File: config.mk
export PLATFORM = sky130hd
export DESIGN_NAME = modbus_request_checker_top
export DESIGN_NICKNAME = d
export VERILOG_FILES = /design/src/rtl/core/mrc_pkg.sv /design/src/rtl/core/mrc_state.sv /design/src/rtl/core/mrc_decode.sv /design/src/rtl/core/modbus_request_checker_top.sv
export SDC_FILE = /design/constraint.sdc
export NUM_CORES = 1
export LEC_CHECK = 0
export BUFFER_PORTS_ARGS = -buffer_cell sky130_fd_sc_hd__buf_2
export CAP_MARGIN = 20
export CORE_ASPECT_RATIO = 0.6
export CORE_MARGIN = 2
export CORE_UTILIZATION = 60
export DETAILED_ROUTE_END_ITERATION = 8
export PLACE_DENSITY = 0.85
export REMOVE_ABC_BUFFERS = 1
export SYNTH_ARGS = -nofsm -noshare
export SYNTH_HDL_FRONTEND = slang
export SYNTH_SLANG_ARGS = --single-unit
export TNS_END_PERCENT = 30
File: constraint.sdc
create_clock -name i_clk -period 7.8 [get_ports i_clk]
set_input_delay 0.78 -clock i_clk [delete_from_list [all_inputs] [get_ports i_clk]]
set_output_delay 0.78 -clock i_clk [all_outputs]
set_load 0.05 [all_outputs]
File: src/rtl/core/mrc_pkg.sv
// mrc_pkg: shared types, codes and limits of the request checker
// no dependencies; imported by mrc_decode, mrc_state and the top level
package mrc_pkg;

    // default sizes handed to the top level parameters
    localparam int BUFFER_BYTES_DEF  = 64;
    localparam int COUNTER_COUNT_DEF = 10;

    // diagnostic counter indexes
    localparam int IX_BUS_MSG   = 1;
    localparam int IX_EXCEPTION = 3;
    localparam int IX_SLAVE_MSG = 4;
    localparam int IX_NO_RESP   = 5;
    localparam int IX_NAK       = 6;
    localparam int IX_BUSY      = 7;
    localparam int IX_OVERRUN   = 8;
    localparam int IX_FC11      = 9;

    // function codes
    localparam logic [7:0] FC_READ_COILS      = 8'd1;
    localparam logic [7:0] FC_READ_INPUTS     = 8'd2;
    localparam logic [7:0] FC_READ_HOLDING    = 8'd3;
    localparam logic [7:0] FC_READ_INPUT_REGS = 8'd4;
    localparam logic [7:0] FC_WRITE_COIL      = 8'd5;
    localparam logic [7:0] FC_WRITE_REG       = 8'd6;
    localparam logic [7:0] FC_READ_EXC_STATUS = 8'd7;
    localparam logic [7:0] FC_DIAGNOSTIC      = 8'd8;
    localparam logic [7:0] FC_EVENT_COUNTER   = 8'd11;
    localparam logic [7:0] FC_WRITE_COILS     = 8'd15;
    localparam logic [7:0] FC_WRITE_REGS      = 8'd16;
    localparam logic [7:0] FC_READ_WRITE_REGS = 8'd23;

    // diagnostic subfunctions
    localparam logic [15:0] SF_RETURN_QUERY   = 16'h0000;
    localparam logic [15:0] SF_RESTART        = 16'h0001;
    localparam logic [15:0] SF_FORCE_LISTEN   = 16'h0004;
    localparam logic [15:0] SF_CLEAR_COUNTERS = 16'h000A;
    localparam logic [15:0] SF_FIRST_COUNT    = 16'h000B;
    localparam logic [15:0] SF_LAST_COUNT     = 16'h0012;
    localparam logic [15:0] SF_CLEAR_OVERRUN  = 16'h0014;

    // exception codes
    localparam logic [7:0] EX_NONE             = 8'd0;
    localparam logic [7:0] EX_ILLEGAL_FUNCTION = 8'd1;
    localparam logic [7:0] EX_ILLEGAL_VALUE    = 8'd3;
    localparam logic [7:0] EX_SLAVE_BUSY       = 8'd6;
    localparam logic [7:0] EX_NAK              = 8'd7;

    // request field limits
    localparam logic [15:0] MAX_READ_BITS   = 16'd2000;
    localparam logic [15:0] MAX_READ_REGS   = 16'd125;
    localparam logic [15:0] MAX_WRITE_BITS  = 16'h07B0;
    localparam logic [15:0] MAX_WRITE_REGS  = 16'h007B;
    localparam logic [15:0] MAX_RW_READ     = 16'h007D;
    localparam logic [15:0] MAX_RW_WRITE    = 16'h0079;
    localparam logic [15:0] COIL_ON         = 16'hFF00;
    localparam logic [7:0]  EXC_FLAG        = 8'h80;
    localparam logic [7:0]  MAX_SLAVE_ADDR  = 8'd247;
    localparam logic [7:0]  RESET_SLAVE_ADDR = 8'd1;
    localparam logic [15:0] STATUS_BUSY     = 16'hFFFF;

    typedef enum logic [1:0] {
        RK_NONE      = 2'd0,
        RK_NORMAL    = 2'd1,
        RK_EXCEPTION = 2'd2
    } t_reply_kind;

    typedef enum logic [2:0] {
        OC_OTHER     = 3'd0,
        OC_DONE      = 3'd1,
        OC_EXCEPTION = 3'd2,
        OC_SILENT    = 3'd3,
        OC_RESTART   = 3'd4
    } t_outcome;

    // registered request header
    typedef struct packed {
        logic [7:0]  frame_length;
        logic [7:0]  unit_id;
        logic [7:0]  function_code;
        logic [15:0] word_a;
        logic [15:0] word_b;
        logic [7:0]  byte_count;
        logic [15:0] word_d;
        logic [7:0]  byte_ten;
        logic        store_busy;
        logic [7:0]  store_status;
    } t_request;

    // one reply decision
    typedef struct packed {
        t_reply_kind reply_kind;
        logic [7:0]  reply_length;
        logic [7:0]  reply_function;
        logic [7:0]  exception_code;
        logic [15:0] reply_word;
        logic [15:0] status_word;
        logic        store_access;
        logic        restart_request;
        logic        flush_request;
        t_outcome    outcome;
    } t_result;

    // state changes caused by one request
    typedef struct packed {
        logic bump_bus;
        logic bump_slave;
        logic bump_no_resp;
        logic bump_exception;
        logic bump_nak;
        logic bump_busy;
        logic bump_fc11;
        logic clear_all;
        logic clear_overrun;
        logic set_listen;
    } t_state_upd;

endpackage

File: src/rtl/core/mrc_state.sv
// mrc_state: diagnostic counter file and listen-only flag
// depends on mrc_pkg for counter indexes and the update struct
module mrc_state #(
    parameter int COUNTER_COUNT = mrc_pkg::COUNTER_COUNT_DEF
) (
    input  logic                 i_clk,
    input  logic                 i_rst_n,
    input  logic                 i_upd_en,
    input  mrc_pkg::t_state_upd  i_upd,
    output logic                 o_listen_only,
    output logic [15:0]          o_diag [mrc_pkg::IX_FC11:1]
);
    import mrc_pkg::*;

    logic [15:0] r_cnt [COUNTER_COUNT];
    logic [15:0] n_cnt [COUNTER_COUNT];
    logic        r_listen;
    logic        n_listen;

    always_comb begin
        logic inc;
        for (int i = 0; i < COUNTER_COUNT; i++) begin
            inc = (i == IX_BUS_MSG   && i_upd.bump_bus)       ||
                  (i == IX_SLAVE_MSG && i_upd.bump_slave)     ||
                  (i == IX_NO_RESP   && i_upd.bump_no_resp)   ||
                  (i == IX_EXCEPTION && i_upd.bump_exception) ||
                  (i == IX_NAK       && i_upd.bump_nak)       ||
                  (i == IX_BUSY      && i_upd.bump_busy)      ||
                  (i == IX_FC11      && i_upd.bump_fc11);
            n_cnt[i] = r_cnt[i];
            if (i_upd_en) begin
                if (i_upd.clear_all || (i == IX_OVERRUN && i_upd.clear_overrun)) begin
                    n_cnt[i] = '0;
                end else begin
                    n_cnt[i] = r_cnt[i] + 16'(inc);
                end
            end
        end
        n_listen = r_listen | (i_upd_en & i_upd.set_listen);
    end

    always_ff @(posedge i_clk) begin
        if (!i_rst_n) begin
            for (int i = 0; i < COUNTER_COUNT; i++) begin
                r_cnt[i] <= '0;
            end
            r_listen <= 1'b0;
        end else begin
            r_cnt    <= n_cnt;
            r_listen <= n_listen;
        end
    end

    always_comb begin
        for (int k = 1; k <= IX_FC11; k++) begin
            o_diag[k] = r_cnt[k];
        end
    end

    assign o_listen_only = r_listen;

endmodule

File: src/rtl/core/mrc_decode.sv
// mrc_decode: single-pass request validation and reply selection
// depends on mrc_pkg for codes, limits and the request/result structs
module mrc_decode #(
    parameter int BUFFER_BYTES = mrc_pkg::BUFFER_BYTES_DEF
) (
    input  mrc_pkg::t_request   i_req,
    input  logic [7:0]          i_slave_address,
    input  logic                i_listen_only,
    input  logic [15:0]         i_diag [mrc_pkg::IX_FC11:1],
    output mrc_pkg::t_result    o_res,
    output mrc_pkg::t_state_upd o_upd
);
    import mrc_pkg::*;

    localparam logic [8:0]  BUF9  = 9'(BUFFER_BYTES);
    localparam logic [17:0] BUF18 = 18'(BUFFER_BYTES);

    logic [7:0]  len;
    logic [15:0] wa;
    logic [15:0] wb;
    logic [15:0] wd;
    logic        len_bad;
    logic [16:0] bits_plus7;
    logic [17:0] rlen_bits;
    logic [17:0] rlen_regs;
    logic [13:0] coil_bytes;
    logic [16:0] wb_x2;
    logic [16:0] wd_x2;
    logic [15:0] view [8];
    logic [4:0]  sel_raw;
    logic [2:0]  sel;
    logic [15:0] event_count;

    assign len        = i_req.frame_length;
    assign wa         = i_req.word_a;
    assign wb         = i_req.word_b;
    assign wd         = i_req.word_d;
    assign len_bad    = (len < 8'd2) || ({1'b0, len} > BUF9);
    assign bits_plus7 = {1'b0, wb} + 17'd7;
    assign coil_bytes = bits_plus7[16:3];
    assign rlen_bits  = 18'(coil_bytes) + 18'd3;
    assign wb_x2      = {wb, 1'b0};
    assign wd_x2      = {wd, 1'b0};
    assign rlen_regs  = {1'b0, wb_x2} + 18'd3;
    assign sel_raw    = wa[4:0] - SF_FIRST_COUNT[4:0];
    assign sel        = sel_raw[2:0];

    // counter reads see this request's bus and slave message counts
    always_comb begin
        for (int j = 0; j < 8; j++) begin
            view[j] = i_diag[j + 1] + 16'(((j + 1) == IX_BUS_MSG) || ((j + 1) == IX_SLAVE_MSG));
        end
    end

    // the slave message and code 11 bumps of this request cancel out
    assign event_count = i_diag[IX_SLAVE_MSG] - i_diag[IX_EXCEPTION]
                       - i_diag[IX_NO_RESP] - i_diag[IX_FC11];

    always_comb begin
        logic [7:0]  exc;
        logic [17:0] rlen;
        logic        access;
        logic        silent;
        logic        restart;
        logic        flush;
        logic [15:0] word;
        logic [15:0] status;
        logic [7:0]  fc;

        o_res   = '0;
        o_upd   = '0;
        exc     = EX_NONE;
        rlen    = 18'(len);
        access  = 1'b0;
        silent  = 1'b0;
        restart = 1'b0;
        flush   = 1'b0;
        word    = '0;
        status  = '0;
        fc      = i_req.function_code;

        if (!len_bad) begin
            o_upd.bump_bus = 1'b1;
            if (i_req.unit_id == i_slave_address) begin
                o_upd.bump_slave = 1'b1;
                if (i_listen_only && !(fc == FC_DIAGNOSTIC && len >= 8'd6 && wa == SF_RESTART)) begin
                    o_upd.bump_no_resp = 1'b1;
                    o_res.outcome      = OC_SILENT;
                end else begin
                    case (fc)
                        FC_READ_COILS, FC_READ_INPUTS: begin
                            rlen = rlen_bits;
                            if (len != 8'd6 || wb == 16'd0 || wb > MAX_READ_BITS ||
                                rlen_bits + 18'd2 > BUF18) begin
                                exc = EX_ILLEGAL_VALUE;
                            end else begin
                                access = 1'b1;
                            end
                        end
                        FC_READ_HOLDING, FC_READ_INPUT_REGS: begin
                            rlen = rlen_regs;
                            if (len != 8'd6 || wb == 16'd0 || wb > MAX_READ_REGS ||
                                rlen_regs + 18'd2 > BUF18) begin
                                exc = EX_ILLEGAL_VALUE;
                            end else begin
                                access = 1'b1;
                            end
                        end
                        FC_WRITE_COIL: begin
                            rlen = 18'd6;
                            if (len != 8'd6 || (wb != 16'd0 && wb != COIL_ON)) begin
                                exc = EX_ILLEGAL_VALUE;
                            end else begin
                                access = 1'b1;
                            end
                        end
                        FC_WRITE_REG: begin
                            rlen = 18'd6;
                            if (len != 8'd6) begin
                                exc = EX_ILLEGAL_VALUE;
                            end else begin
                                access = 1'b1;
                            end
                        end
                        FC_READ_EXC_STATUS: begin
                            rlen = 18'd3;
                            if (len != 8'd2) begin
                                exc = EX_ILLEGAL_VALUE;
                            end else begin
                                access = 1'b1;
                            end
                        end
                        FC_DIAGNOSTIC: begin
                            if (len < 8'd6) begin
                                exc = EX_ILLEGAL_VALUE;
                            end else if (wa == SF_RESTART) begin
                                restart = 1'b1;
                            end else if (wa == SF_RETURN_QUERY) begin
                                // echo only
                            end else if (wa == SF_FORCE_LISTEN) begin
                                o_upd.set_listen = 1'b1;
                                silent           = 1'b1;
                            end else if (wa == SF_CLEAR_COUNTERS) begin
                                o_upd.clear_all = 1'b1;
                            end else if (wa >= SF_FIRST_COUNT && wa <= SF_LAST_COUNT) begin
                                word = view[sel];
                            end else if (wa == SF_CLEAR_OVERRUN) begin
                                o_upd.clear_overrun = 1'b1;
                                flush               = 1'b1;
                            end else begin
                                exc = EX_ILLEGAL_FUNCTION;
                            end
                        end
                        FC_EVENT_COUNTER: begin
                            rlen = 18'd6;
                            if (len != 8'd2) begin
                                exc = EX_ILLEGAL_VALUE;
                            end else begin
                                status          = i_req.store_busy ? STATUS_BUSY : 16'd0;
                                o_upd.bump_fc11 = 1'b1;
                                word            = event_count;
                            end
                        end
                        FC_WRITE_COILS: begin
                            rlen = 18'd6;
                            if (len < 8'd8 || wb == 16'd0 || wb > MAX_WRITE_BITS ||
                                14'(i_req.byte_count) != coil_bytes ||
                                {1'b0, len} != {1'b0, i_req.byte_count} + 9'd7) begin
                                exc = EX_ILLEGAL_VALUE;
                            end else begin
                                access = 1'b1;
                            end
                        end
                        FC_WRITE_REGS: begin
                            rlen = 18'd6;
                            if (len < 8'd9 || wb == 16'd0 || wb > MAX_WRITE_REGS ||
                                17'(i_req.byte_count) != wb_x2 ||
                                {1'b0, len} != {1'b0, i_req.byte_count} + 9'd7) begin
                                exc = EX_ILLEGAL_VALUE;
                            end else begin
                                access = 1'b1;
                            end
                        end
                        FC_READ_WRITE_REGS: begin
                            rlen = rlen_regs;
                            if (len < 8'd13 || wb == 16'd0 || wb > MAX_RW_READ ||
                                wd == 16'd0 || wd > MAX_RW_WRITE ||
                                17'(i_req.byte_ten) != wd_x2 ||
                                {1'b0, len} != {1'b0, i_req.byte_ten} + 9'd11 ||
                                rlen_regs + 18'd2 > BUF18) begin
                                exc = EX_ILLEGAL_VALUE;
                            end else begin
                                access = 1'b1;
                            end
                        end
                        default: begin
                            exc = EX_ILLEGAL_FUNCTION;
                        end
                    endcase

                    if (access && i_req.store_status != EX_NONE) begin
                        exc = i_req.store_status;
                    end
                    o_res.store_access = access;

                    if (restart) begin
                        // echo unless listen-only; environment resets the block
                        if (!i_listen_only) begin
                            o_res.reply_kind     = RK_NORMAL;
                            o_res.reply_length   = len;
                            o_res.reply_function = FC_DIAGNOSTIC;
                        end
                        o_res.restart_request = 1'b1;
                        o_res.outcome         = OC_RESTART;
                    end else if (silent) begin
                        o_upd.bump_no_resp = 1'b1;
                        o_res.outcome      = OC_SILENT;
                    end else if (exc != EX_NONE) begin
                        o_upd.bump_exception = 1'b1;
                        o_upd.bump_nak       = (exc == EX_NAK);
                        o_upd.bump_busy      = (exc == EX_SLAVE_BUSY);
                        o_res.reply_kind     = RK_EXCEPTION;
                        o_res.reply_length   = 8'd3;
                        o_res.reply_function = fc + EXC_FLAG;
                        o_res.exception_code = exc;
                        o_res.outcome        = OC_EXCEPTION;
                    end else begin
                        o_res.reply_kind     = RK_NORMAL;
                        o_res.reply_length   = rlen[7:0];
                        o_res.reply_function = fc;
                        o_res.reply_word     = word;
                        o_res.status_word    = status;
                        o_res.flush_request  = flush;
                        o_res.outcome        = OC_DONE;
                    end
                end
            end
        end
    end

endmodule

File: src/rtl/core/modbus_request_checker_top.sv
// modbus_request_checker_top: request header checker with diagnostic counters
// a request's reply decision is registered in the reply register when the held request advances
// throughput: one request per cycle while the reply side does not stall, set by the single decode pass
// between the request register and the reply register
// reset (i_rst_n low, synchronous): counters and listen-only cleared,
// slave address back to 1, both pipeline registers empty
module modbus_request_checker_top #(
    parameter int BUFFER_BYTES  = mrc_pkg::BUFFER_BYTES_DEF,
    parameter int COUNTER_COUNT = mrc_pkg::COUNTER_COUNT_DEF
) (
    input  logic        i_clk,
    input  logic        i_rst_n,
    // configuration: slave address
    input  logic        i_cfg_wr_en,
    input  logic [7:0]  i_cfg_wr_data,
    // request channel
    input  logic        i_req_valid,
    output logic        o_req_stall,
    input  logic [7:0]  i_frame_length,
    input  logic [7:0]  i_unit_id,
    input  logic [7:0]  i_function_code,
    input  logic [15:0] i_word_a,
    input  logic [15:0] i_word_b,
    input  logic [15:0] i_word_c,
    input  logic [15:0] i_word_d,
    input  logic [7:0]  i_byte_ten,
    input  logic        i_store_busy,
    input  logic [7:0]  i_store_status,
    // reply channel
    output logic        o_rsp_valid,
    input  logic        i_rsp_stall,
    output logic [1:0]  o_reply_kind,
    output logic [7:0]  o_reply_length,
    output logic [7:0]  o_reply_function,
    output logic [7:0]  o_exception_code,
    output logic [15:0] o_reply_word,
    output logic [15:0] o_status_word,
    output logic        o_store_access,
    output logic        o_restart_request,
    output logic        o_flush_request,
    output logic [2:0]  o_outcome
);
    import mrc_pkg::*;

    // slave address register, bad values are ignored
    logic [7:0] r_slave_address;
    logic [7:0] n_slave_address;

    // request register and reply register with their valid flags
    t_request   r_req;
    t_request   n_req;
    logic       r_req_valid;
    logic       n_req_valid;
    t_result    r_rsp;
    t_result    n_rsp;
    logic       r_rsp_valid;
    logic       n_rsp_valid;

    // decode results and state
    t_result    dec_res;
    t_state_upd dec_upd;
    logic       listen_only;
    logic [15:0] diag [IX_FC11:1];

    logic       advance;
    logic       req_take;

    // a held request moves on when the reply register is empty or draining
    assign advance     = r_req_valid && (!r_rsp_valid || !i_rsp_stall);
    assign o_req_stall = r_req_valid && !advance;
    assign req_take    = i_req_valid && !o_req_stall;

    always_comb begin
        n_slave_address = r_slave_address;
        if (i_cfg_wr_en && i_cfg_wr_data != 8'd0 && i_cfg_wr_data <= MAX_SLAVE_ADDR) begin
            n_slave_address = i_cfg_wr_data;
        end

        n_req       = r_req;
        n_req_valid = r_req_valid;
        if (req_take) begin
            n_req.frame_length  = i_frame_length;
            n_req.unit_id       = i_unit_id;
            n_req.function_code = i_function_code;
            n_req.word_a        = i_word_a;
            n_req.word_b        = i_word_b;
            // only the byte count half of word_c is ever looked at
            n_req.byte_count    = i_word_c[15:8];
            n_req.word_d        = i_word_d;
            n_req.byte_ten      = i_byte_ten;
            n_req.store_busy    = i_store_busy;
            n_req.store_status  = i_store_status;
            n_req_valid         = 1'b1;
        end else if (advance) begin
            n_req_valid = 1'b0;
        end

        n_rsp       = r_rsp;
        n_rsp_valid = r_rsp_valid;
        if (advance) begin
            n_rsp       = dec_res;
            n_rsp_valid = 1'b1;
        end else if (!i_rsp_stall) begin
            n_rsp_valid = 1'b0;
        end
    end

    always_ff @(posedge i_clk) begin
        if (!i_rst_n) begin
            r_slave_address <= RESET_SLAVE_ADDR;
            r_req_valid     <= 1'b0;
            r_rsp_valid     <= 1'b0;
        end else begin
            r_slave_address <= n_slave_address;
            r_req_valid     <= n_req_valid;
            r_rsp_valid     <= n_rsp_valid;
        end
    end

    // payload registers carry no reset
    always_ff @(posedge i_clk) begin
        r_req <= n_req;
        r_rsp <= n_rsp;
    end

    mrc_decode #(
        .BUFFER_BYTES (BUFFER_BYTES)
    ) u_decode (
        .i_req           (r_req),
        .i_slave_address (r_slave_address),
        .i_listen_only   (listen_only),
        .i_diag          (diag),
        .o_res           (dec_res),
        .o_upd           (dec_upd)
    );

    // counters change exactly when the decoded request is handed on
    mrc_state #(
        .COUNTER_COUNT (COUNTER_COUNT)
    ) u_state (
        .i_clk         (i_clk),
        .i_rst_n       (i_rst_n),
        .i_upd_en      (advance),
        .i_upd         (dec_upd),
        .o_listen_only (listen_only),
        .o_diag        (diag)
    );

    assign o_rsp_valid       = r_rsp_valid;
    assign o_reply_kind      = r_rsp.reply_kind;
    assign o_reply_length    = r_rsp.reply_length;
    assign o_reply_function  = r_rsp.reply_function;
    assign o_exception_code  = r_rsp.exception_code;
    assign o_reply_word      = r_rsp.reply_word;
    assign o_status_word     = r_rsp.status_word;
    assign o_store_access    = r_rsp.store_access;
    assign o_restart_request = r_rsp.restart_request;
    assign o_flush_request   = r_rsp.flush_request;
    assign o_outcome         = r_rsp.outcome;

endmodule

==> results of run 1 <==
power by group through the flow:
stage / logic, W / registers [W] / clock network (W)
5_1_grt: 0.000330 / 0.00159 / 0.00131
4_1_cts: 0.000303 / 0.00159 / 0.00125
3_5_place_dp: 0.000300 / 0.00162 / 0
6_report: 0.000306 / 0.00159 / 0.00124
2_1_floorplan: 0.000155 / 0.00166 / 0
3_3_place_gp: 0.000293 / 0.00162 / 0
cells in the mapped netlist (all sizes together), types with 5 or more instances:
library cell  number  area share [%]
a22oi             32             1.5
buf               48             1.9
and2              20            0.78
nand3b             7            0.33
nor4              20            0.82
inv               78             1.8
edfxtp           145              27
nand3             72             2.3
clkbuf            51             1.2
nor3              39             1.4
nand4             52             2.0
and3              34             1.3
a211oi             6            0.28
nand2            148             3.5
a21oi             42             1.3
a21boi            22             1.0
o22ai              8            0.35
o21ai             57             1.8
or4                9            0.42
nand2b            20            0.83
fa                30             3.8
nor2             187             4.9
xor2              84             4.6
a22o               7            0.38
or3                7            0.27
nor4b              5            0.37
dfxtp            123              15
or2                5            0.20
ha                45             3.5
o21a               6            0.28
nor3b              7            0.33
o211ai             5            0.24
xnor2            130             7.2
nor2b             26             1.0
a21o               6            0.28
a221oi            18            0.99
a31oi              9            0.35
stage by stage:
stage / hold slack, ns / area [sq um] / utilization (%) / setup WS (ns)
after global placement: 0.469 / 16900 / 64.4 / 1.74
after floorplan: 0.456 / 15400 / - / 1.76
after global routing: 0.380 / 17700 / 67.5 / 1.06
final: 0.398 / 17700 / 67.5 / 1.54
after detailed placement: 0.474 / 16900 / 64.4 / 1.61
after CTS: 0.383 / 17700 / 67.5 / 1.55
sequential cells by signal, summed over array words and instances, names as in the netlist:
signal / flops
o_exception_code: 8
o_flush_request: 1
o_outcome: 2
o_reply_function: 8
o_reply_kind: 2
o_reply_length: 8
o_reply_word: 16
o_restart_request: 1
o_rsp_valid: 1
o_status_word: 1
o_store_access: 1
r_req: 97
r_req_valid: 1
r_slave_address: 8
u_state.o_diag: 112
u_state.o_listen_only: 1
placed cells by master (no fill, tap or decap), types with 9 or more instances in the layout:
cell and count:
sky130_fd_sc_hd__nor3_1 33, sky130_fd_sc_hd__xnor2_1 129, sky130_fd_sc_hd__dfxtp_1 123, sky130_fd_sc_hd__nand2_1 148, sky130_fd_sc_hd__xor2_1 83, sky130_fd_sc_hd__clkbuf_16 25, sky130_fd_sc_hd__a21oi_1 42, sky130_fd_sc_hd__and3_1 34
sky130_fd_sc_hd__inv_1 77, sky130_fd_sc_hd__o21ai_0 54, sky130_fd_sc_hd__nand3_1 70, sky130_fd_sc_hd__a21boi_0 22, sky130_fd_sc_hd__nor2_4 10, sky130_fd_sc_hd__nor2b_1 25, sky130_fd_sc_hd__fa_1 30, sky130_fd_sc_hd__and2_1 20
sky130_fd_sc_hd__buf_4 11, sky130_fd_sc_hd__a22oi_1 32, sky130_fd_sc_hd__a221oi_1 18, sky130_fd_sc_hd__edfxtp_1 145, sky130_fd_sc_hd__nor2_1 177, sky130_fd_sc_hd__ha_1 45, sky130_fd_sc_hd__or4_1 9, sky130_fd_sc_hd__buf_2 175
sky130_fd_sc_hd__a31oi_1 9, sky130_fd_sc_hd__nand4_1 52, sky130_fd_sc_hd__nor4_1 17, sky130_fd_sc_hd__nand2b_1 19
path summary, 6_finish.rpt:
path / startpoint / endpoint / slack, ns / depth (start not counted)
worst min register to register: r_slave_address[3] / r_slave_address[3] / 0.48 / 2
worst min-delay path: i_word_b[14] / r_req[55] / 0.40 / 1
worst max-delay path: r_req[41] / u_state.o_diag[111] / 1.54 / 27
worst max register to register: r_req[41] / u_state.o_diag[111] / 1.54 / 27
metal layers:
metal | vias to the layer above | GRT usage (%) | routed length [microns]
li1 | 6086 | - | -
met1 | 6130 | 43.3 | 18700
met2 | 690 | 41.7 | 16400
met3 | 57 | 8.58 | 5130
met4 | 2 | 6.82 | 849
met5 | - | 0 | 13
kinds of logic (layout without fill, tap and decap cells):
logic type	count (synthesis)	count (layout)	synth area share (%)
XOR/XNOR	216	216	12.1
other	1	3	0.0235
adder cells (fa/ha/maj)	76	76	7.36
buffers and inverters	177	310	4.94
flip-flops	268	268	42.8
AND/OR/NAND/NOR	674	674	21.9
AO/OA/AOI/OAI	246	246	10.4
multiplexers	8	8	0.534
cell type report:
class	instances	area share, %
multi-input combinational	1221	47.3
tap	360	2.54
antenna	2	0.0282
sequential	268	38.5
clock inverter	16	0.946
timing repair buffer	186	5.41
inverter	78	1.65
clock buffer	30	3.69
critical path, delay by kind of cell (launching register included):
kind	cells	cell delay, ns
buffers and inverters	3	0.33
XOR/XNOR	3	0.68
AO/OA/AOI/OAI	4	0.63
AND/OR/NAND/NOR	13	2.71
adder cells (fa/ha/maj)	4	1.09
flip-flops	1	0.68
==> impl_summary.log, run 1 <==
INFO  metric place.detailed.instances = approximately 2,100
INFO  metric p_sw = between 0.0007 and 0.0008 W
INFO  metric synth_enable_flop_cells = ~150
INFO  metric sw_frac_of_total = around 25%
INFO  metric drt_pass1_iterations = 6
INFO  metric cpPeakStageDelay = around 0.68 ns
INFO  metric io_buffers = ~180
INFO  metric floorplan.die_area = 27,900 sq um
INFO  metric startpoint_type = register
INFO  metric crit_top_cell = sky130_fd_sc_hd__ha_1
INFO  metric hold_path_class = input pin to register
INFO  metric critical_path_class = register to register
INFO  metric run_status = completed
INFO  metric hold_viol = 0
INFO  metric syn_to_final_growth = 11.2%
INFO  metric cts-buffers-inserted = 25
INFO  metric rows = 46
INFO  metric vdd.ir_drop.worst = ~0.15 mV
INFO  metric routed-via-count = roughly 13,000
INFO  metric floorplan.io_pins = 184
INFO  metric grt_total_ovfl = 0
INFO  metric grtUsageTotal = between 20% and 30%
INFO  metric maxCapViolCount = 0
INFO  metric power.clock.fraction = 39.6%
INFO  metric die_h = 130 microns
INFO  metric share_seq_of_total_power = 50.7%
INFO  metric synth.yosys.seq_area_share = between 40% and 50%
INFO  metric route.detailed.vias_per_inst = around 6
INFO  metric async_reset_ff_share = 0%
INFO  metric netlist_area = approximately 16,000 sq um
INFO  metric grt_max_degree = slightly above 100
INFO  metric layout_min_cycle_time = 6.26 ns
INFO  metric final_layout_size_suffix_gt1_share = 14.9%
INFO  metric power.density_cell_area = about 180 nW/um^2
INFO  metric post_cts_buffers = 0
INFO  metric antenna_left = 0
INFO  metric power_frac_comb = approximately a tenth
INFO  metric clock-skew-final = around 0.028 ns
INFO  metric rsz0062_at_grt = false
INFO  metric worstMarginPinSlew = between 1 and 1.5 ns
INFO  metric clock_tree.htree_level_count = 1
INFO  metric post_cts_resize_count = 0
INFO  metric clkLatencyLatePin = 0.56 ns
INFO  metric timing.max_slew.rel_slack = between 20% and 30%
INFO  metric fillerInstances = roughly 2,000
INFO  metric multiInputGateArea = 8380 sq um
INFO  metric yosys_warnings = 0
INFO  metric cellInternalPower = 0.00234 W
INFO  metric floorplan.core_area = around 26,000 sq um
INFO  metric max_freq = approximately 0.16 GHz
INFO  metric clock_tree.buffer_depth = 3
INFO  metric vias_in_the_first_global_route = between 10,000 and 15,000
INFO  metric synth_flop_cell = sky130_fd_sc_hd__edfxtp_1
INFO  metric layout_worst_path_cycle_share = 80.2%
INFO  metric antenna_found_initial = 3
INFO  metric cts_num_sinks = around 270
INFO  metric drc = 0
INFO  metric nNetsFinal = approximately 2,000
INFO  metric netlist-cell-type-count = ~80
INFO  metric crit_path_end_kind = register
INFO  metric power.static_leakage = roughly 6.3 nW
INFO  metric critical_path.max_fanout = 12
INFO  metric drt_iter0_drc = between 1,000 and 1,500
INFO  metric setup_violations = 0
INFO  metric global_route_wire_length_before_repair = 64.2 mm
INFO  metric layoutNonFillerInstCount = between 2,000 and 2,500
INFO  metric worstPathRequired = roughly 8 ns
INFO  metric place_hpwl = around 31 mm
INFO  metric syn_area_per_cell = about 9.6 sq um
INFO  metric cts_hold_buffers = 0
INFO  metric routed_wire_length_per_instance = around 19 microns
INFO  metric gpl.final_weighted_congestion = just under 1
INFO  metric syn-instance-count = about 1,700
INFO  metric fin_tns_setup = 0 ns
INFO  metric cp_arrival = approximately 6.6 ns
INFO  metric cts.reportedPaths.clkPinSlew = about 0.07 ns
INFO  metric slowest_stage_cell_cp = sky130_fd_sc_hd__edfxtp_1
INFO  metric ffs_latches_synth = approximately 270
INFO  metric die_w = about 210 microns
INFO  metric initial_utilization = 60.7%
INFO  metric total_power = between 0.003 and 0.004 W
INFO  metric slew_violations = 0
INFO  metric final-seq-area = just under 7000 sq um
INFO  metric root_buffer = sky130_fd_sc_hd__clkbuf_16
INFO  metric tritoncts = built
INFO  metric wirelength = between 40 and 50 mm
Power figures use the tool's default switching activity.
==> run 2, diff against run 1 <==
==> constraint.sdc (replaced) <==
create_clock -name i_clk -period 6.5 [get_ports i_clk]
set_input_delay 0.65 -clock i_clk [delete_from_list [all_inputs] [get_ports i_clk]]
set_output_delay 0.65 -clock i_clk [all_outputs]
set_load 0.05 [all_outputs]
==> run 2 against run 1 <==
Global-route usage increased by 0.51 points. Maximum frequency increased by 7.0%. Design area increased by 0.86%. Critical path type unchanged. Setup slack got worse by 0.89 ns. Clock skew decreased by 0.0059 ns. Critical endpoint is now u_state.o_diag[95]. Core utilization increased by 0.58 points.
==> impl_summary.log, run 2 (synthesized netlist as in run 1, its figures left out) <==
INFO  metric layoutNonFillerInstCount = 2,176 (+0.69%)
INFO  metric cpPeakStageDelay = 0.68 ns (about the same)
INFO  metric drc = 0 (unchanged)
INFO  metric vdd.ir_drop.worst = 0.180 mV (+19%)
INFO  metric place_hpwl = 31.5 mm (+2.9%)
INFO  metric routed_wire_length_per_instance = 19.1 microns (+0.29%)
INFO  metric layout_worst_path_cycle_share = 90.0% (+9.8 points)
INFO  metric cpLargestDelayFamily = simple AND/OR/NAND/NOR gates
INFO  metric place.detailed.instances = 2,124 (+0.52%)
INFO  metric tritoncts = built
INFO  metric final_cell_mix = sky130_fd_sc_hd__nor2_1, sky130_fd_sc_hd__buf_2, sky130_fd_sc_hd__nand2_1, sky130_fd_sc_hd__edfxtp_1, sky130_fd_sc_hd__xnor2_1
INFO  metric vias_in_the_first_global_route = 12,100 (+0.78%)
INFO  metric post_cts_resize_count = 0 (unchanged)
INFO  metric root_buffer = sky130_fd_sc_hd__clkbuf_16
INFO  metric global_route_wire_length_before_repair = 65.1 mm (+1.4%)
INFO  metric grtUsageTotal = 29.6% (+0.51 points)
INFO  metric syn_to_final_growth = 12.1%
INFO  metric clock_tree.htree_level_count = 1 (unchanged)
INFO  metric cts-buffers-inserted = 26 (+4.0%)
INFO  metric crit_path_end_kind = register
INFO  metric rows = 46 (unchanged)
INFO  metric groute.layer.met3.usage = 10.9% (+2.3 points)
INFO  metric io_buffers = 175 (unchanged)
INFO  metric rsz0062_at_grt = false
INFO  metric sw_frac_of_total = 25.7% (+0.25 points)
INFO  metric final-seq-area = 6820 sq um (unchanged)
INFO  metric globalRouteMet1Util = 43.7% (+0.38 points)
INFO  metric floorplan.die_area = 27,900 sq um (unchanged)
INFO  metric clkLatencyLatePin = 0.56 ns (about the same)
INFO  metric layout_min_cycle_time = 5.85 ns (-0.407 ns)
INFO  metric power.static_leakage = 6.41 nW (+1.3%)
INFO  metric cts.reportedPaths.clkPinSlew = 0.08 ns (about the same)
INFO  metric cp_arrival = 6.33 ns (-0.31 ns)
INFO  metric fillerInstances = 2,044 (+0.20%)
INFO  metric max_freq = 0.171 GHz (+7.0%)
INFO  metric grt-busiest-layer = met1
INFO  metric use_met2 = 40.7% (-1.0 points)
INFO  metric post_cts_buffers = 0 (unchanged)
INFO  metric slowest_stage_cell_cp = sky130_fd_sc_hd__edfxtp_1
INFO  metric largest_register_ffs = 112 (unchanged)
INFO  metric run_status = completed
INFO  metric critical_path.max_fanout = 19 (+7)
INFO  metric hold_path_class = input pin to register
INFO  metric fin_tns_setup = 0 ns (unchanged)
INFO  metric floorplan.core_area = 26,200 sq um (unchanged)
INFO  metric clock_tree.buffer_depth = 3 (unchanged)
INFO  metric setup_violations = 0 (unchanged)
INFO  metric route.detailed.vias_per_inst = 6.01 (+0.21%)
INFO  metric cts_hold_buffers = 0 (unchanged)
INFO  metric worstPathRequired = 6.98 ns (-1.21 ns)
INFO  metric slew_violations = 0 (unchanged)
INFO  metric power.clock.fraction = 40.1% (+0.5 points)
INFO  metric routed-via-count = 13,100 (+0.91%)
INFO  metric cellInternalPower = 0.00284 W (+21%)
INFO  metric startpoint_type = register
INFO  metric multiInputGateArea = 8380 sq um (unchanged)
INFO  metric layout_commonest_cell = sky130_fd_sc_hd__nor2_1
INFO  metric power_frac_comb = 10.1% (+0.3 points)
INFO  metric drt_iter0_drc = 1,464 (+3.1%)
INFO  metric timing.max_slew.rel_slack = 16.8% (-3.3 points)
INFO  metric die_h = 130 microns (unchanged)
INFO  metric worstPathCellList = xnor2_1, inv_1, ha_1, xnor2_1, inv_1, ha_1, nor2b_1, nand2_1, or4_1, o211ai_1, o2111ai_1, o211ai_1, and3_1, nand3_1, nor2_1, ha_1, and3_1, and3_1, and4_1, nand4_1, or3_1, a21oi_1
INFO  metric share_seq_of_total_power = 49.7% (-1.0 points)
INFO  metric critical_path_buf_inv_count = 2 (-1)
INFO  metric cts_num_sinks = 268 (unchanged)
INFO  metric grt_max_degree = 52 (-49%)
INFO  metric hold_viol = 0 (unchanged)
INFO  metric p_sw = 0.000981 W (+23%)
INFO  metric critical_path_class = register to register
INFO  metric gpl.final_weighted_congestion = 0.948 (-1.8%)
INFO  metric die_w = 214 microns (unchanged)
INFO  metric power.density_cell_area = 214 nW/um^2 (+21%)
INFO  metric final_layout_size_suffix_gt1_share = 15.5% (+0.61 points)
INFO  metric wirelength = 41.5 mm (+0.99%)
INFO  metric worstMarginPinSlew = 1.24 ns (+0.0490 ns)
INFO  metric holdWs = 0.256 ns (-0.142 ns)
INFO  metric grt_total_ovfl = 0 (unchanged)
INFO  metric nNetsFinal = 1,985 (+0.61%)
INFO  metric antenna_left = 0 (unchanged)
INFO  metric clock-skew-final = 0.0223 ns (-0.00592 ns)
INFO  metric initial_utilization = 60.7% (unchanged)
INFO  metric floorplan.io_pins = 184 (unchanged)
INFO  metric antenna_found_initial = 5 (+2)
INFO  metric drt_pass1_iterations = 5 (-1)
INFO  metric maxCapViolCount = 0 (unchanged)
run 2: power groups by stage:
| stage | Clock [W] | Sequential, W | Combinational (W) |
|---|---|---|---|
| 3_5_place_dp | 0 | 0.00193 | 0.000378 |
| 4_1_cts | 0.00156 | 0.00190 | 0.000381 |
| 3_3_place_gp | 0 | 0.00193 | 0.000369 |
| 6_report | 0.00153 | 0.00190 | 0.000387 |
| 5_1_grt | 0.00162 | 0.00190 | 0.000415 |
| 2_1_floorplan | 0 | 0.00199 | 0.000186 |
run 2: area by class of cell:
cell class | instances | share of cell area, %
antenna | 4 | 0.0560
clock buffer | 32 | 4.00
clock inverter | 16 | 0.826
inverter | 78 | 1.64
multi-input combinational | 1221 | 46.9
sequential | 268 | 38.1
tap | 360 | 2.52
timing repair buffer | 197 | 5.96
run 2: per-layer routing:
layer  vias up  wire length, microns
met3        79                  5910
met5         -                    27
li1       6104                     -
met1      6128                 18500
met2       768                 16100
met4         4                   921
run 2: worst paths after layout:
check                startpoint            endpoint  slack [ns]  cells past startpoint
max                   r_req[44]  u_state.o_diag[95]        0.65                     22
min                i_word_b[12]           r_req[53]        0.26                      1
max reg2reg           r_req[44]  u_state.o_diag[95]        0.65                     22
min reg2reg  r_slave_address[4]  r_slave_address[4]        0.49                      2
run 2: metrics by stage:
stage / total power, W / utilization (%) / instance area, sq um / setup WS, ns
6_report: 0.00382 / 68.1 / 17900 / 0.649
5_1_grt: 0.00394 / 68.1 / 17900 / 0.184
4_1_cts: 0.00383 / 68.1 / 17900 / 0.767
3_5_place_dp: 0.00231 / 64.8 / 17000 / 0.816
3_3_place_gp: 0.00230 / 64.8 / 17000 / 0.966
2_1_floorplan: 0.00217 / - / 15400 / 0.588
run 2: worst register-to-register path: stages (launching register included):
cell,delay (ns)
sky130_fd_sc_hd__edfxtp_1,0.68
sky130_fd_sc_hd__xnor2_1,0.61
sky130_fd_sc_hd__inv_1,0.10
sky130_fd_sc_hd__ha_1,0.28
sky130_fd_sc_hd__xnor2_1,0.30
sky130_fd_sc_hd__inv_1,0.10
sky130_fd_sc_hd__ha_1,0.29
sky130_fd_sc_hd__nor2b_1,0.15
sky130_fd_sc_hd__nand2_1,0.08
sky130_fd_sc_hd__or4_1,0.41
sky130_fd_sc_hd__o211ai_1,0.15
sky130_fd_sc_hd__o2111ai_1,0.17
sky130_fd_sc_hd__o211ai_1,0.34
sky130_fd_sc_hd__and3_1,0.23
sky130_fd_sc_hd__nand3_1,0.11
sky130_fd_sc_hd__nor2_1,0.19
sky130_fd_sc_hd__ha_1,0.18
sky130_fd_sc_hd__and3_1,0.22
sky130_fd_sc_hd__and3_1,0.28
sky130_fd_sc_hd__and4_1,0.28
sky130_fd_sc_hd__nand4_1,0.17
sky130_fd_sc_hd__or3_1,0.34
sky130_fd_sc_hd__a21oi_1,0.14
